### src/rtl/multilevel_priority_request_queue_macros.svh
// Assertion macros used by the queue datapath.
// The clocked form samples on i_clk and is disabled while i_rst_n is low.
`ifndef MULTILEVEL_PRIORITY_REQUEST_QUEUE_MACROS_SVH
`define MULTILEVEL_PRIORITY_REQUEST_QUEUE_MACROS_SVH
`ifndef SYNTHESIS
`define MPRQ_ASSERT(lbl, prop) \
    lbl: assert property (@(posedge i_clk) disable iff (!i_rst_n) prop) \
        else $error("queue assertion failed");
`define MPRQ_ASSERT_RST(lbl, prop) \
    lbl: assert property (@(posedge i_clk) prop) \
        else $error("queue reset assertion failed");
`else
`define MPRQ_ASSERT(lbl, prop)
`define MPRQ_ASSERT_RST(lbl, prop)
`endif
`endif

### src/rtl/mprq_pkg.sv
package mprq_pkg;

    localparam int DEPTH  = 32;
    localparam int LEVELS = 5;

    localparam int AW  = $clog2(DEPTH);
    localparam int CW  = $clog2(DEPTH + 1);
    localparam int LW  = 3;
    localparam int IDW = 16;
    localparam int TW  = 32;
    localparam int RW  = IDW + LW + TW;

    localparam logic [LW-1:0] LEVEL_NORMAL = LW'(1);
    localparam logic [LW-1:0] LEVEL_TOP    = LW'(LEVELS - 1);

    localparam logic [1:0] CMD_ENQUEUE = 2'd0;
    localparam logic [1:0] CMD_DEQUEUE = 2'd1;
    localparam logic [1:0] CMD_CANCEL  = 2'd2;
    localparam logic [1:0] CMD_EXPIRE  = 2'd3;

    localparam logic [1:0] ST_OK       = 2'd0;
    localparam logic [1:0] ST_FULL     = 2'd1;
    localparam logic [1:0] ST_EMPTY    = 2'd2;
    localparam logic [1:0] ST_NOTFOUND = 2'd3;

    localparam logic [1:0] CFG_CAPACITY = 2'd0;
    localparam logic [1:0] CFG_PRIORITY = 2'd1;
    localparam logic [1:0] CFG_EXPIRE   = 2'd2;

    localparam logic [6:0]  RESET_CAPACITY = 7'd32;
    localparam logic [31:0] RESET_EXPIRE   = 32'd30000;

    typedef struct packed {
        logic start;
        logic scan;
        logic finish;
    } t_ctrl_cmd;

    typedef struct packed {
        logic scan_last;
        logic out_free;
    } t_ctrl_stat;

endpackage

### src/rtl/mprq_ram.sv
module mprq_ram #(
    parameter int W = 8,
    parameter int D = 32
) (
    input  logic                 i_clk,
    input  logic                 i_we,
    input  logic [$clog2(D)-1:0] i_waddr,
    input  logic [W-1:0]         i_wdata,
    input  logic [$clog2(D)-1:0] i_raddr,
    output logic [W-1:0]         o_rdata
);

    logic [W-1:0] r_mem [D];
    logic [W-1:0] r_rdata;

    always_ff @(posedge i_clk) begin
        if (i_we) begin
            r_mem[i_waddr] <= i_wdata;
        end
        r_rdata <= r_mem[i_raddr];
    end

    assign o_rdata = r_rdata;

endmodule

### src/rtl/mprq_ctrl.sv
module mprq_ctrl (
    input  logic                i_clk,
    input  logic                i_rst_n,
    input  logic                i_in_valid,
    output logic                o_in_ready,
    input  mprq_pkg::t_ctrl_stat i_stat,
    output mprq_pkg::t_ctrl_cmd  o_cmd
);

    localparam logic [1:0] S_IDLE  = 2'd0;
    localparam logic [1:0] S_SCAN  = 2'd1;
    localparam logic [1:0] S_DRAIN = 2'd2;
    localparam logic [1:0] S_FIN   = 2'd3;

    logic [1:0] r_state;
    logic [1:0] n_state;

    always_comb begin
        n_state = r_state;
        unique case (r_state)
            S_IDLE:  if (i_in_valid) n_state = S_SCAN;
            S_SCAN:  if (i_stat.scan_last) n_state = S_DRAIN;
            S_DRAIN: n_state = S_FIN;
            S_FIN:   if (i_stat.out_free) n_state = S_IDLE;
            default: n_state = S_IDLE;
        endcase
    end

    always_ff @(posedge i_clk) begin
        if (!i_rst_n) begin
            r_state <= S_IDLE;
        end else begin
            r_state <= n_state;
        end
    end

    assign o_in_ready   = (r_state == S_IDLE);
    assign o_cmd.start  = (r_state == S_IDLE) && i_in_valid;
    assign o_cmd.scan   = (r_state == S_SCAN);
    assign o_cmd.finish = (r_state == S_FIN) && i_stat.out_free;

endmodule

### src/rtl/mprq_datapath.sv
`include "multilevel_priority_request_queue_macros.svh"

module mprq_datapath (
    input  logic                              i_clk,
    input  logic                              i_rst_n,
    input  mprq_pkg::t_ctrl_cmd               i_cmd,
    output mprq_pkg::t_ctrl_stat              o_stat,
    input  logic                              i_cfg_valid,
    input  logic [1:0]                        i_cfg_index,
    input  logic [31:0]                       i_cfg_data,
    input  logic [1:0]                        i_cmd_code,
    input  logic [mprq_pkg::IDW-1:0]          i_request_id,
    input  logic [mprq_pkg::LW-1:0]           i_priority_level,
    input  logic [mprq_pkg::TW-1:0]           i_now_ms,
    output logic                              o_out_valid,
    input  logic                              i_out_ready,
    output logic [1:0]                        o_status_code,
    output logic [mprq_pkg::IDW-1:0]          o_out_id,
    output logic [mprq_pkg::LW-1:0]           o_out_priority,
    output logic [6:0]                        o_expired_count,
    output logic [6:0]                        o_occupancy
);

    localparam int AW  = mprq_pkg::AW;
    localparam int CW  = mprq_pkg::CW;
    localparam int LW  = mprq_pkg::LW;
    localparam int IDW = mprq_pkg::IDW;
    localparam int TW  = mprq_pkg::TW;
    localparam int D   = mprq_pkg::DEPTH;

    // Configuration registers.
    logic [6:0]  r_cap;
    logic        r_pen;
    logic [31:0] r_exp;

    // Captured command.
    logic [1:0]     r_cmd;
    logic [IDW-1:0] r_id;
    logic [LW-1:0]  r_lvl;
    logic [TW-1:0]  r_now;

    // Slot bookkeeping.
    logic [D-1:0]  r_valid;
    logic [AW-1:0] r_order [D];
    logic [CW-1:0] r_count;

    // Scan state.
    logic [AW-1:0] r_addr;
    logic          r_chk;
    logic [AW-1:0] r_kidx;
    logic          r_found;
    logic [AW-1:0] r_best;
    logic [LW-1:0] r_best_lvl;
    logic [IDW-1:0] r_best_id;
    logic [AW-1:0] r_best_ord;
    logic [6:0]    r_expired;

    // Output register.
    logic           r_o_valid;
    logic [1:0]     r_o_status;
    logic [IDW-1:0] r_o_id;
    logic [LW-1:0]  r_o_prio;
    logic [6:0]     r_o_expired;
    logic [6:0]     r_o_occ;

    logic [mprq_pkg::RW-1:0] w_rdata;
    logic [IDW-1:0] w_k_id;
    logic [LW-1:0]  w_k_lvl;
    logic [TW-1:0]  w_k_stamp;
    logic [AW-1:0]  w_k_ord;
    logic           w_k_valid;
    logic           w_take;
    logic           w_exp_drop;
    logic [6:0]     w_limit;
    logic           w_full;
    logic           w_enq_ok;
    logic           w_fin_drop;
    logic           w_drop;
    logic [AW-1:0]  w_drop_idx;
    logic [AW-1:0]  w_drop_rank;
    logic [LW-1:0]  w_in_lvl;
    logic [1:0]     w_status;
    logic           w_ram_we;

    assign {w_k_id, w_k_lvl, w_k_stamp} = w_rdata;
    assign w_k_ord   = r_order[r_kidx];
    assign w_k_valid = r_valid[r_kidx];

    always_comb begin
        w_in_lvl = i_priority_level;
        if (i_priority_level > mprq_pkg::LEVEL_TOP) begin
            w_in_lvl = mprq_pkg::LEVEL_TOP;
        end
        if (!r_pen) begin
            w_in_lvl = mprq_pkg::LEVEL_NORMAL;
        end
    end

    // Decide whether the slot under inspection replaces the current candidate, or for expire whether it is dropped.
    always_comb begin
        w_take     = 1'b0;
        w_exp_drop = 1'b0;
        case (r_cmd)
            mprq_pkg::CMD_ENQUEUE: w_take = !w_k_valid && !r_found;
            mprq_pkg::CMD_DEQUEUE: begin
                w_take = w_k_valid && (r_pen || w_k_lvl == mprq_pkg::LEVEL_NORMAL) &&
                         (!r_found || w_k_lvl > r_best_lvl ||
                          (w_k_lvl == r_best_lvl && w_k_ord < r_best_ord));
            end
            mprq_pkg::CMD_CANCEL: begin
                w_take = w_k_valid && w_k_id == r_id &&
                         (!r_found || w_k_ord < r_best_ord);
            end
            default: w_exp_drop = w_k_valid && (TW'(r_now - w_k_stamp) > r_exp);
        endcase
        w_take     = w_take && r_chk;
        w_exp_drop = w_exp_drop && r_chk;
    end

    always_comb begin
        w_limit = r_cap;
        if (r_cap == 7'd0 || r_cap > 7'(D)) begin
            w_limit = 7'(D);
        end
    end

    assign w_full     = (7'(r_count) >= w_limit) || !r_found;
    assign w_enq_ok   = (r_cmd == mprq_pkg::CMD_ENQUEUE) && !w_full;
    assign w_fin_drop = i_cmd.finish && r_found &&
                        (r_cmd == mprq_pkg::CMD_DEQUEUE || r_cmd == mprq_pkg::CMD_CANCEL);
    assign w_drop      = w_exp_drop || w_fin_drop;
    assign w_drop_idx  = w_fin_drop ? r_best : r_kidx;
    assign w_drop_rank = w_fin_drop ? r_best_ord : w_k_ord;
    assign w_ram_we    = i_cmd.finish && w_enq_ok;

    always_comb begin
        w_status = mprq_pkg::ST_OK;
        case (r_cmd)
            mprq_pkg::CMD_ENQUEUE: if (w_full) w_status = mprq_pkg::ST_FULL;
            mprq_pkg::CMD_DEQUEUE: if (!r_found) w_status = mprq_pkg::ST_EMPTY;
            mprq_pkg::CMD_CANCEL:  if (!r_found) w_status = mprq_pkg::ST_NOTFOUND;
            default:               w_status = mprq_pkg::ST_OK;
        endcase
    end

    mprq_ram #(.W(mprq_pkg::RW), .D(D)) u_ram (
        .i_clk   (i_clk),
        .i_we    (w_ram_we),
        .i_waddr (r_best),
        .i_wdata ({r_id, r_lvl, r_now}),
        .i_raddr (r_addr),
        .o_rdata (w_rdata)
    );

    // Configuration and control state.
    always_ff @(posedge i_clk) begin
        if (!i_rst_n) begin
            r_cap     <= mprq_pkg::RESET_CAPACITY;
            r_pen     <= 1'b1;
            r_exp     <= mprq_pkg::RESET_EXPIRE;
            r_valid   <= '0;
            r_count   <= '0;
            r_chk     <= 1'b0;
            r_found   <= 1'b0;
            r_o_valid <= 1'b0;
        end else begin
            if (i_cfg_valid) begin
                case (i_cfg_index)
                    mprq_pkg::CFG_CAPACITY: r_cap <= i_cfg_data[6:0];
                    mprq_pkg::CFG_PRIORITY: r_pen <= i_cfg_data[0];
                    mprq_pkg::CFG_EXPIRE:   r_exp <= i_cfg_data;
                    default:                ;
                endcase
            end
            r_chk <= i_cmd.scan;
            if (i_cmd.start) begin
                r_found <= 1'b0;
            end else if (w_take) begin
                r_found <= 1'b1;
            end
            if (w_drop) begin
                r_valid[w_drop_idx] <= 1'b0;
                r_count <= r_count - CW'(1);
            end else if (w_ram_we) begin
                r_valid[r_best] <= 1'b1;
                r_count <= r_count + CW'(1);
            end
            if (i_cmd.finish) begin
                r_o_valid <= 1'b1;
            end else if (i_out_ready) begin
                r_o_valid <= 1'b0;
            end
        end
    end

    // Arrival ranks close up behind a removed entry; a newly written entry takes the next rank.
    always_ff @(posedge i_clk) begin
        for (int k = 0; k < D; k++) begin
            if (w_drop && r_valid[k] && r_order[k] > w_drop_rank) begin
                r_order[k] <= r_order[k] - AW'(1);
            end
        end
        if (w_ram_we) begin
            r_order[r_best] <= r_count[AW-1:0];
        end
    end

    // Payload registers.
    always_ff @(posedge i_clk) begin
        if (i_cmd.start) begin
            r_cmd     <= i_cmd_code;
            r_id      <= i_request_id;
            r_lvl     <= w_in_lvl;
            r_now     <= i_now_ms;
            r_expired <= '0;
            r_addr    <= '0;
        end else if (i_cmd.scan) begin
            r_addr <= r_addr + AW'(1);
        end
        r_kidx <= r_addr;
        if (w_take) begin
            r_best     <= r_kidx;
            r_best_lvl <= w_k_lvl;
            r_best_id  <= w_k_id;
            r_best_ord <= w_k_ord;
        end
        if (w_exp_drop) begin
            r_expired <= r_expired + 7'd1;
        end
        if (i_cmd.finish) begin
            r_o_status  <= w_status;
            r_o_id      <= (r_cmd == mprq_pkg::CMD_DEQUEUE && r_found) ? r_best_id : '0;
            r_o_prio    <= (r_cmd == mprq_pkg::CMD_DEQUEUE && r_found) ? r_best_lvl : '0;
            r_o_expired <= r_expired;
            r_o_occ     <= w_fin_drop ? 7'(r_count - CW'(1)) :
                           w_ram_we ? 7'(r_count + CW'(1)) : 7'(r_count);
        end
    end

    assign o_stat.scan_last = (r_addr == AW'(D - 1));
    assign o_stat.out_free  = !r_o_valid || i_out_ready;

    assign o_out_valid     = r_o_valid;
    assign o_status_code   = r_o_status;
    assign o_out_id        = r_o_id;
    assign o_out_priority  = r_o_prio;
    assign o_expired_count = r_o_expired;
    assign o_occupancy     = r_o_occ;

    `MPRQ_ASSERT(a_count_matches_valid, ($countones(r_valid) == 32'(r_count)))
    `MPRQ_ASSERT(a_no_finish_during_check, (!(r_chk && i_cmd.finish)))
    `MPRQ_ASSERT(a_enqueue_sets_slot, (w_ram_we |=> r_valid[$past(r_best)]))
    `MPRQ_ASSERT_RST(a_reset_empties, (!i_rst_n |=> (r_count == '0 && !r_o_valid)))

endmodule

### src/rtl/multilevel_priority_request_queue.sv
// Strict-priority request queue over a 32-slot store. Each accepted item is one
// command (enqueue, dequeue, cancel by id, expire) and yields exactly one result
// item. The controller sweeps the slot RAM one address per cycle through its single
// registered read port, then drains the last read and, in a final state, commits
// the change and loads the output register. No new command is accepted while one
// is in progress. A new item is accepted as soon as the previous result is in the
// output register, even if it is not yet taken. While an older result waits in the
// output register, the next command stops before its commit step. Configuration
// writes are always ready and must only be issued while idle.
module multilevel_priority_request_queue (
    input  logic                              i_clk,
    input  logic                              i_rst_n,
    input  logic                              i_in_valid,
    output logic                              o_in_ready,
    input  logic [1:0]                        i_cmd,
    input  logic [mprq_pkg::IDW-1:0]          i_request_id,
    input  logic [mprq_pkg::LW-1:0]           i_priority_level,
    input  logic [mprq_pkg::TW-1:0]           i_now_ms,
    output logic                              o_out_valid,
    input  logic                              i_out_ready,
    output logic [1:0]                        o_status_code,
    output logic [mprq_pkg::IDW-1:0]          o_out_id,
    output logic [mprq_pkg::LW-1:0]           o_out_priority,
    output logic [6:0]                        o_expired_count,
    output logic [6:0]                        o_occupancy,
    input  logic                              i_cfg_valid,
    output logic                              o_cfg_ready,
    input  logic [1:0]                        i_cfg_index,
    input  logic [31:0]                       i_cfg_data
);

    mprq_pkg::t_ctrl_cmd  w_cmd;
    mprq_pkg::t_ctrl_stat w_stat;

    mprq_ctrl u_ctrl (
        .i_clk      (i_clk),
        .i_rst_n    (i_rst_n),
        .i_in_valid (i_in_valid),
        .o_in_ready (o_in_ready),
        .i_stat     (w_stat),
        .o_cmd      (w_cmd)
    );

    mprq_datapath u_dp (
        .i_clk            (i_clk),
        .i_rst_n          (i_rst_n),
        .i_cmd            (w_cmd),
        .o_stat           (w_stat),
        .i_cfg_valid      (i_cfg_valid),
        .i_cfg_index      (i_cfg_index),
        .i_cfg_data       (i_cfg_data),
        .i_cmd_code       (i_cmd),
        .i_request_id     (i_request_id),
        .i_priority_level (i_priority_level),
        .i_now_ms         (i_now_ms),
        .o_out_valid      (o_out_valid),
        .i_out_ready      (i_out_ready),
        .o_status_code    (o_status_code),
        .o_out_id         (o_out_id),
        .o_out_priority   (o_out_priority),
        .o_expired_count  (o_expired_count),
        .o_occupancy      (o_occupancy)
    );

    assign o_cfg_ready = 1'b1;

endmodule

### config.mk
export PLATFORM = sky130hd
export DESIGN_NAME = multilevel_priority_request_queue
export DESIGN_NICKNAME = d
export VERILOG_FILES = /design/src/rtl/mprq_pkg.sv /design/src/rtl/mprq_ram.sv /design/src/rtl/mprq_ctrl.sv /design/src/rtl/mprq_datapath.sv /design/src/rtl/multilevel_priority_request_queue.sv
export VERILOG_INCLUDE_DIRS = /design/src /design/src/rtl
export SDC_FILE = /design/constraint.sdc
export NUM_CORES = 2
export LEC_CHECK = 0
export BUFFER_PORTS_ARGS = -buffer_cell sky130_fd_sc_hd__buf_4
export CAP_MARGIN = 20
export CORE_AREA = 2 2 337 423
export DETAILED_ROUTE_END_ITERATION = 10
export DIE_AREA = 0 0 339 425
export GPL_ROUTABILITY_DRIVEN = 0
export PLACE_DENSITY = 0.82
export SLEW_MARGIN = 15
export SYNTH_ARGS = -nofsm -noshare
export SYNTH_HDL_FRONTEND = slang
export SYNTH_SLANG_ARGS = --single-unit
### constraint.sdc
create_clock -name i_clk -period 7.48 [get_ports i_clk]
set_input_delay 1.496 -clock i_clk [delete_from_list [all_inputs] [get_ports i_clk]]
set_output_delay 1.496 -clock i_clk [all_outputs]
set_load 0.01 [all_outputs]
Word level (Yosys, flattened, before mapping) --
Memories as Yosys holds them, arrays and structs flattened. A register that Yosys moved wholly into a read port is not among the register bits. Cells that the tools add are included.
Cells by class: add/subtract/negate cells 39, order comparisons 43, eq/ne operators 14, muxes and demuxes 99, bitwise operators 5, reductions and logical operators 110
Operators by type and width (number):
- 5-bit > comparator | 32
- 5-bit by 1-bit subtractor with 5-bit output, second input constant | 32
- 1-bit logical AND | 82
- 1-bit two-way mux | 74
- 32-bit two-way mux | 2
- 7-bit two-way mux | 5
- 32-bit AND | 1
- 32-bit > comparator | 1
- 32-bit inverter | 1
- 32-bit bitwise OR | 1
- 32-bit subtractor | 1
- 5-bit two-way mux | 4
- 5-bit by 6-bit less-than comparator with 1-bit output, second input constant | 3
- 16-bit == test | 1
- 6-bit two-way mux | 2
- 1-bit demux with 5-bit select | 2
- 5-bit by 1-bit >= comparator with 1-bit output, second input constant | 2
- 2-bit two-way mux | 5
- 1-bit logical OR | 9
- 2-bit == test, second input constant | 4
- 2-bit one-hot mux with 4 select lines | 1
- 6-bit by 1-bit adder with 7-bit output, second input constant | 1
- 7-bit by 1-bit adder with 7-bit output, second input constant | 1
- 6-bit by 7-bit >= comparator with 1-bit output | 1
- other kinds (28) | 42
Word-level totals: flip-flop bits (word level) 217, memory bits (writable) 1792, input port bits 92, word-level logic and storage cells 338, memories 2
Memory list:
- u_dp.u_ram.r_mem | depth 32, width 51, read ports 1, clocked after Yosys merged registers in 1, wr ports 1, RTL line mprq_ram.sv:13 | logic [W-1:0] r_mem [D];
- u_dp.r_order | depth 32, width 5, read ports 33, clocked after Yosys merged registers in 1, wr ports 32, RTL line mprq_datapath.sv:44 | logic [AW-1:0] r_order [D];

Depth between registers and ports, before layout --
word-level depth 13, depth in mapped cells 29, gate-level depth less buffers 28

Modules after synthesis --
A second synthesis with hierarchy kept.
Unflattened totals: cells, all modules 6088, area, all modules 89629.7 sq um
Modules (own cells, without submodules):
- mprq_ram | instances 1, cells an instance 3574, area each 64543.2 sq um, seq. area each 50028.0 sq um
- mprq_datapath | instances 1, cells an instance 2492, area each 24907.6 sq um, seq. area each 10349.9 sq um
- mprq_ctrl | instances 1, cells an instance 20, area each 167.7 sq um, seq. area each 40.0 sq um
- multilevel_priority_request_queue | instances 1, cells an instance 2, area each 11.3 sq um, seq. area each 0.0 sq um

Worst setup path after synthesis --
Ideal clock, no wire load.
path type flip-flop to flip-flop, start point reg u_dp.r_now[0], end point reg u_dp.r_count[5], library setup time 106 ps, arrival time 6628 ps, required time 7374 ps, setup slack 746 ps, stages on the path, launching flop included 28, clock period less this slack 6734 ps, cell sequence edfxtp_1 inv_1 ha_1 inv_1 fa_1 a211oi_1 nor4_1 nor4_1 nor2_1 a211o_1 a21oi_1 xnor2_1 ha_1 a21oi_1 o21ai_1 or4_1 o311a_1 or4_4 a21oi_1 clkbuf_1 inv_1 ha_1 a21o_1 a21oi_1 o21bai_1 a21oi_1 or4b_2 o311ai_0
On the way: word-level cells in the longest chain between the ends 7, elaborated cells on any way between the ends 8, those cells by class 1 x add/sub; 1 x order compare; 2 x mux; 4 x reduce/logical
Ends and longest elaborated chain:
- from (decl) | RTL line mprq_datapath.sv:40 | logic [TW-1:0] r_now;
- from (signal assigned) | RTL line mprq_datapath.sv:214 | r_now <= i_now_ms;
- 32-bit subtractor * | RTL line mprq_datapath.sv:114 | default: w_exp_drop = w_k_valid && (TW'(r_now - w_k_stamp) > r_exp);
- 32-bit > comparator * | RTL line mprq_datapath.sv:114
- 1-bit logical AND * | RTL line mprq_datapath.sv:114
- 1-bit two-way mux * | RTL line mprq_datapath.sv:103 | case (r_cmd)
- 1-bit logical AND * | RTL line mprq_datapath.sv:117 | w_exp_drop = w_exp_drop && r_chk;
- 1-bit logical OR * | RTL line mprq_datapath.sv:131 | assign w_drop = w_exp_drop || w_fin_drop;
- 6-bit two-way mux / 2-bit nonzero test (equally long branches)
- to (signal assigned) | RTL line mprq_datapath.sv:183 | r_count <= r_count - CW'(1);
- to (signal assigned) | RTL line mprq_datapath.sv:186 | r_count <= r_count + CW'(1);
- to (decl) | RTL line mprq_datapath.sv:45 | logic [CW-1:0] r_count;
Mark *: on every way between the ends. The rest lies on a longest branch, timed or not. A chain may end at the register's enable or synchronous reset.

Worst setup path after layout --
start point reg u_dp.r_now[17], end point reg u_dp.r_count[5]
The elaborated chain is that of the path after synthesis.

==> results.ini <==
[yosys]
syn_avg_cell_area_um2 = 18.3
syn_area_um2 = 87700
synthAdderAreaFrac_pct = 4.11
synth_compound_area_share_pct = 3.49
yosysUniqueCellTypes = 76
yosysTopAreaCellShare_pct = 65.6
syn_nets = 5181
synth_ff_type = edfxtp_1
ys_seq_area_share_pct = 68.9
yosysTopAreaCell = edfxtp_1
synth_enable_flop_cells = 1916
syn_inst = 4802
ys_seq_elements = 2060
synth_mux_area_share_pct = 16.5
ys_warn_count = 0
async_flop_share_pct = 0
synth_top_family_by_area = multiplexers
synth-simple-area-share_pct = 3.83
synthTopCellsByArea = edfxtp_1, mux4_2, ha_1
synth-xor-area-share_pct = 1.56

[power]
p_leak_nw = 31.8
max-vdd-ir-drop_mv = 0.249
power.total_mw = 29.9
powerDensity_nw_per_um2 = 303

[die]
start_util_pct = 62.6
io_pins = 130
rows = 154
coreArea_um2 = 140000
dieArea_um2 = 144000
die_w_um = 339
dieHeight_um = 425

[clock_network]
cts_htree_levels = 4
cts_buffer_depth = 3
clkLatencyLatePin_ns = 0.86
cts_tree = built
clockRootBuffer = clkbuf_16
path_clk_slew_ns = 0.06
numCtsBuffers = 188
hold_buffers = 0
cts.sinks = 2060

[timing]
clock_skew_ns = 0.0501
finalCriticalPeriod_ns = 7.30
max_freq_ghz = 0.137
maxSlewViolCount = 0
slew_headroom_pct = 21.5
hold_viol_final = 0
setup-violations-final = 0
worst_pin_slew_ns = 1.18
finalCritPeriodShare_pct = 97.6

[global_route]
grt.total_usage_pct = 34.3
grt_pass1_wl_mm = 353
antenna_found_initial = 7
grt_pass1_vias = 51000
grt_max_degree = 117
overflow = 0

[placed_design]
port-buffer-count = 128
dp_hpwl_mm = 130
dp_cells = 6718

[cells_and_area]
instances_no_fill = 7089
final_common_cell = edfxtp_1
final_cell_mix = edfxtp_1, mux4_2, ha_1
fill_cells = 8077
seqCellArea_um2 = 60400
multiInputGateArea_um2 = 26200
nNetsFinal = 5428
layout-drive-gt1-share_pct = 24.7
area_growth_pct = 12.2

[drt]
drtPass1Iterations = 9
drc = 0
finalWirelength_mm = 246
wl_per_cell_um = 34.7
viasPerCell = 7.08
drtIter0Drc = 7739
vias = 50200
ant_nets = 0

[run]
drv_cap = 0

[worst_setup_path]
critPathArrivalTime_ns = 8.01
worstSetupPathType = register to register
crit_required_ns = 8.19
crit_path_start_kind = register
end_kind = register
critical_path.max_fanout = 33

[min_path]
hold_path_class = register to register

[status]
status = complete, no violations

synth_stat cells (all sizes together), types with 62 or more instances:
| cell type | count |
|---|---|
| o21ai | 171 |
| xor2 | 77 |
| edfxtp | 1916 |
| a21oi | 113 |
| nor2 | 129 |
| xnor2 | 79 |
| mux4 | 558 |
| dfxtp | 144 |
| mux2 | 90 |
| nand2 | 259 |
| buf | 62 |
| clkbuf | 156 |
| ha | 285 |
| mux2i | 87 |
| inv | 159 |
registers in the layout, summed over array words and instances (netlist names), 6 cells and up:
name	count
u_dp.u_ram.r_mem	1632
u_dp.r_exp	32
u_dp.r_valid	32
u_dp.r_expired	7
u_dp.r_order	160
u_dp.r_cap	7
u_dp.r_id	16
u_dp.r_best_id	16
u_dp.u_ram.o_rdata	51
u_dp.r_count	6
u_dp.o_occupancy	7
u_dp.o_out_id	16
u_dp.o_expired_count	7
u_dp.r_now	32
report_power, final:
part | switching (mW) | internal [mW] | total, mW
logic | 3.30 | 2.82 | 6.12
clock network | 4.40 | 5.54 | 9.95
registers | 0.456 | 13.3 | 13.8
total | 8.16 | 21.7 | 29.9
worst max-delay path: stages, from the launching register on:
cell and delay [ns]:
edfxtp_1 1.02, ha_1 0.46, o21a_1 0.15, o21ai_0 0.47, o21ai_0 0.32, a21oi_4 0.29, o21ai_1 0.25, nor4b_1 0.24
or3_1 0.38, ha_1 0.32, nand3_1 0.15, nor4_1 0.07, buf_4 0.15, o311a_1 0.16, or4_4 0.68, a21oi_4 0.22
inv_1 0.09, buf_4 0.16, ha_1 0.32, a21oi_1 0.24, o21bai_1 0.10, a21oi_1 0.19, or4b_2 0.60, o311ai_0 0.10
repair_timing:
item	CTS	global route
gates resized for setup	1	7
setup endpoints to repair	1	15
buffers inserted	1	6
pin swaps	0	0
final cells by class:
type,count,area share (%)
well taps,1872,2.38
clock buffers,264,5.40
inverters,160,0.613
clock inverters,88,1.01
multi-input cells,2364,26.6
repair buffers,275,2.53
diodes,6,0.0153
flip-flops and latches,2060,61.4
layer usage:
layer	global-route usage, %	part of all wire (%)
met1	43.5	33
met5	0	0
met4	18.2	6.2
met3	7.48	12
met2	56.1	49
per-stage QoR:
stage                     setup TNS [ns]  hold slack [ns]  worst slack, ns  util [%]  instance area, um2
after floorplan                        0            0.329            0.746         -               87700
after global placement                 0            0.435            0.386      65.5               91800
after detailed placement               0            0.447            0.164      65.6               91800
after CTS                              0            0.455            0.198      70.1               98100
after global routing             -0.0887            0.483          -0.0887      70.2               98400
final                                  0            0.457            0.182      70.2               98400
cells by family after synthesis:
family / Yosys count
AOI/OAI and AO/OA: 478
xor gates and xnor gates: 156
adders and majority gates: 287
buffers and inverters: 378
DFF: 2060
muxes: 735
other: 1
and+or+nand+nor: 707
final timing paths:
check,to,slack [ns],cells after the start,start
setup / recovery,u_dp.r_count[5]$_SDFFE_PN0P_,0.18,23,u_dp.r_now[17]$_DFFE_PP_
hold / removal,u_dp.r_exp[6]$_SDFFE_PN0P_,0.46,2,u_dp.r_exp[6]$_SDFFE_PN0P_
setup reg to reg,u_dp.r_count[5]$_SDFFE_PN0P_,0.18,23,u_dp.r_now[17]$_DFFE_PP_
hold reg to reg,u_dp.r_exp[6]$_SDFFE_PN0P_,0.46,2,u_dp.r_exp[6]$_SDFFE_PN0P_
Power figures use the tool's default switching activity.
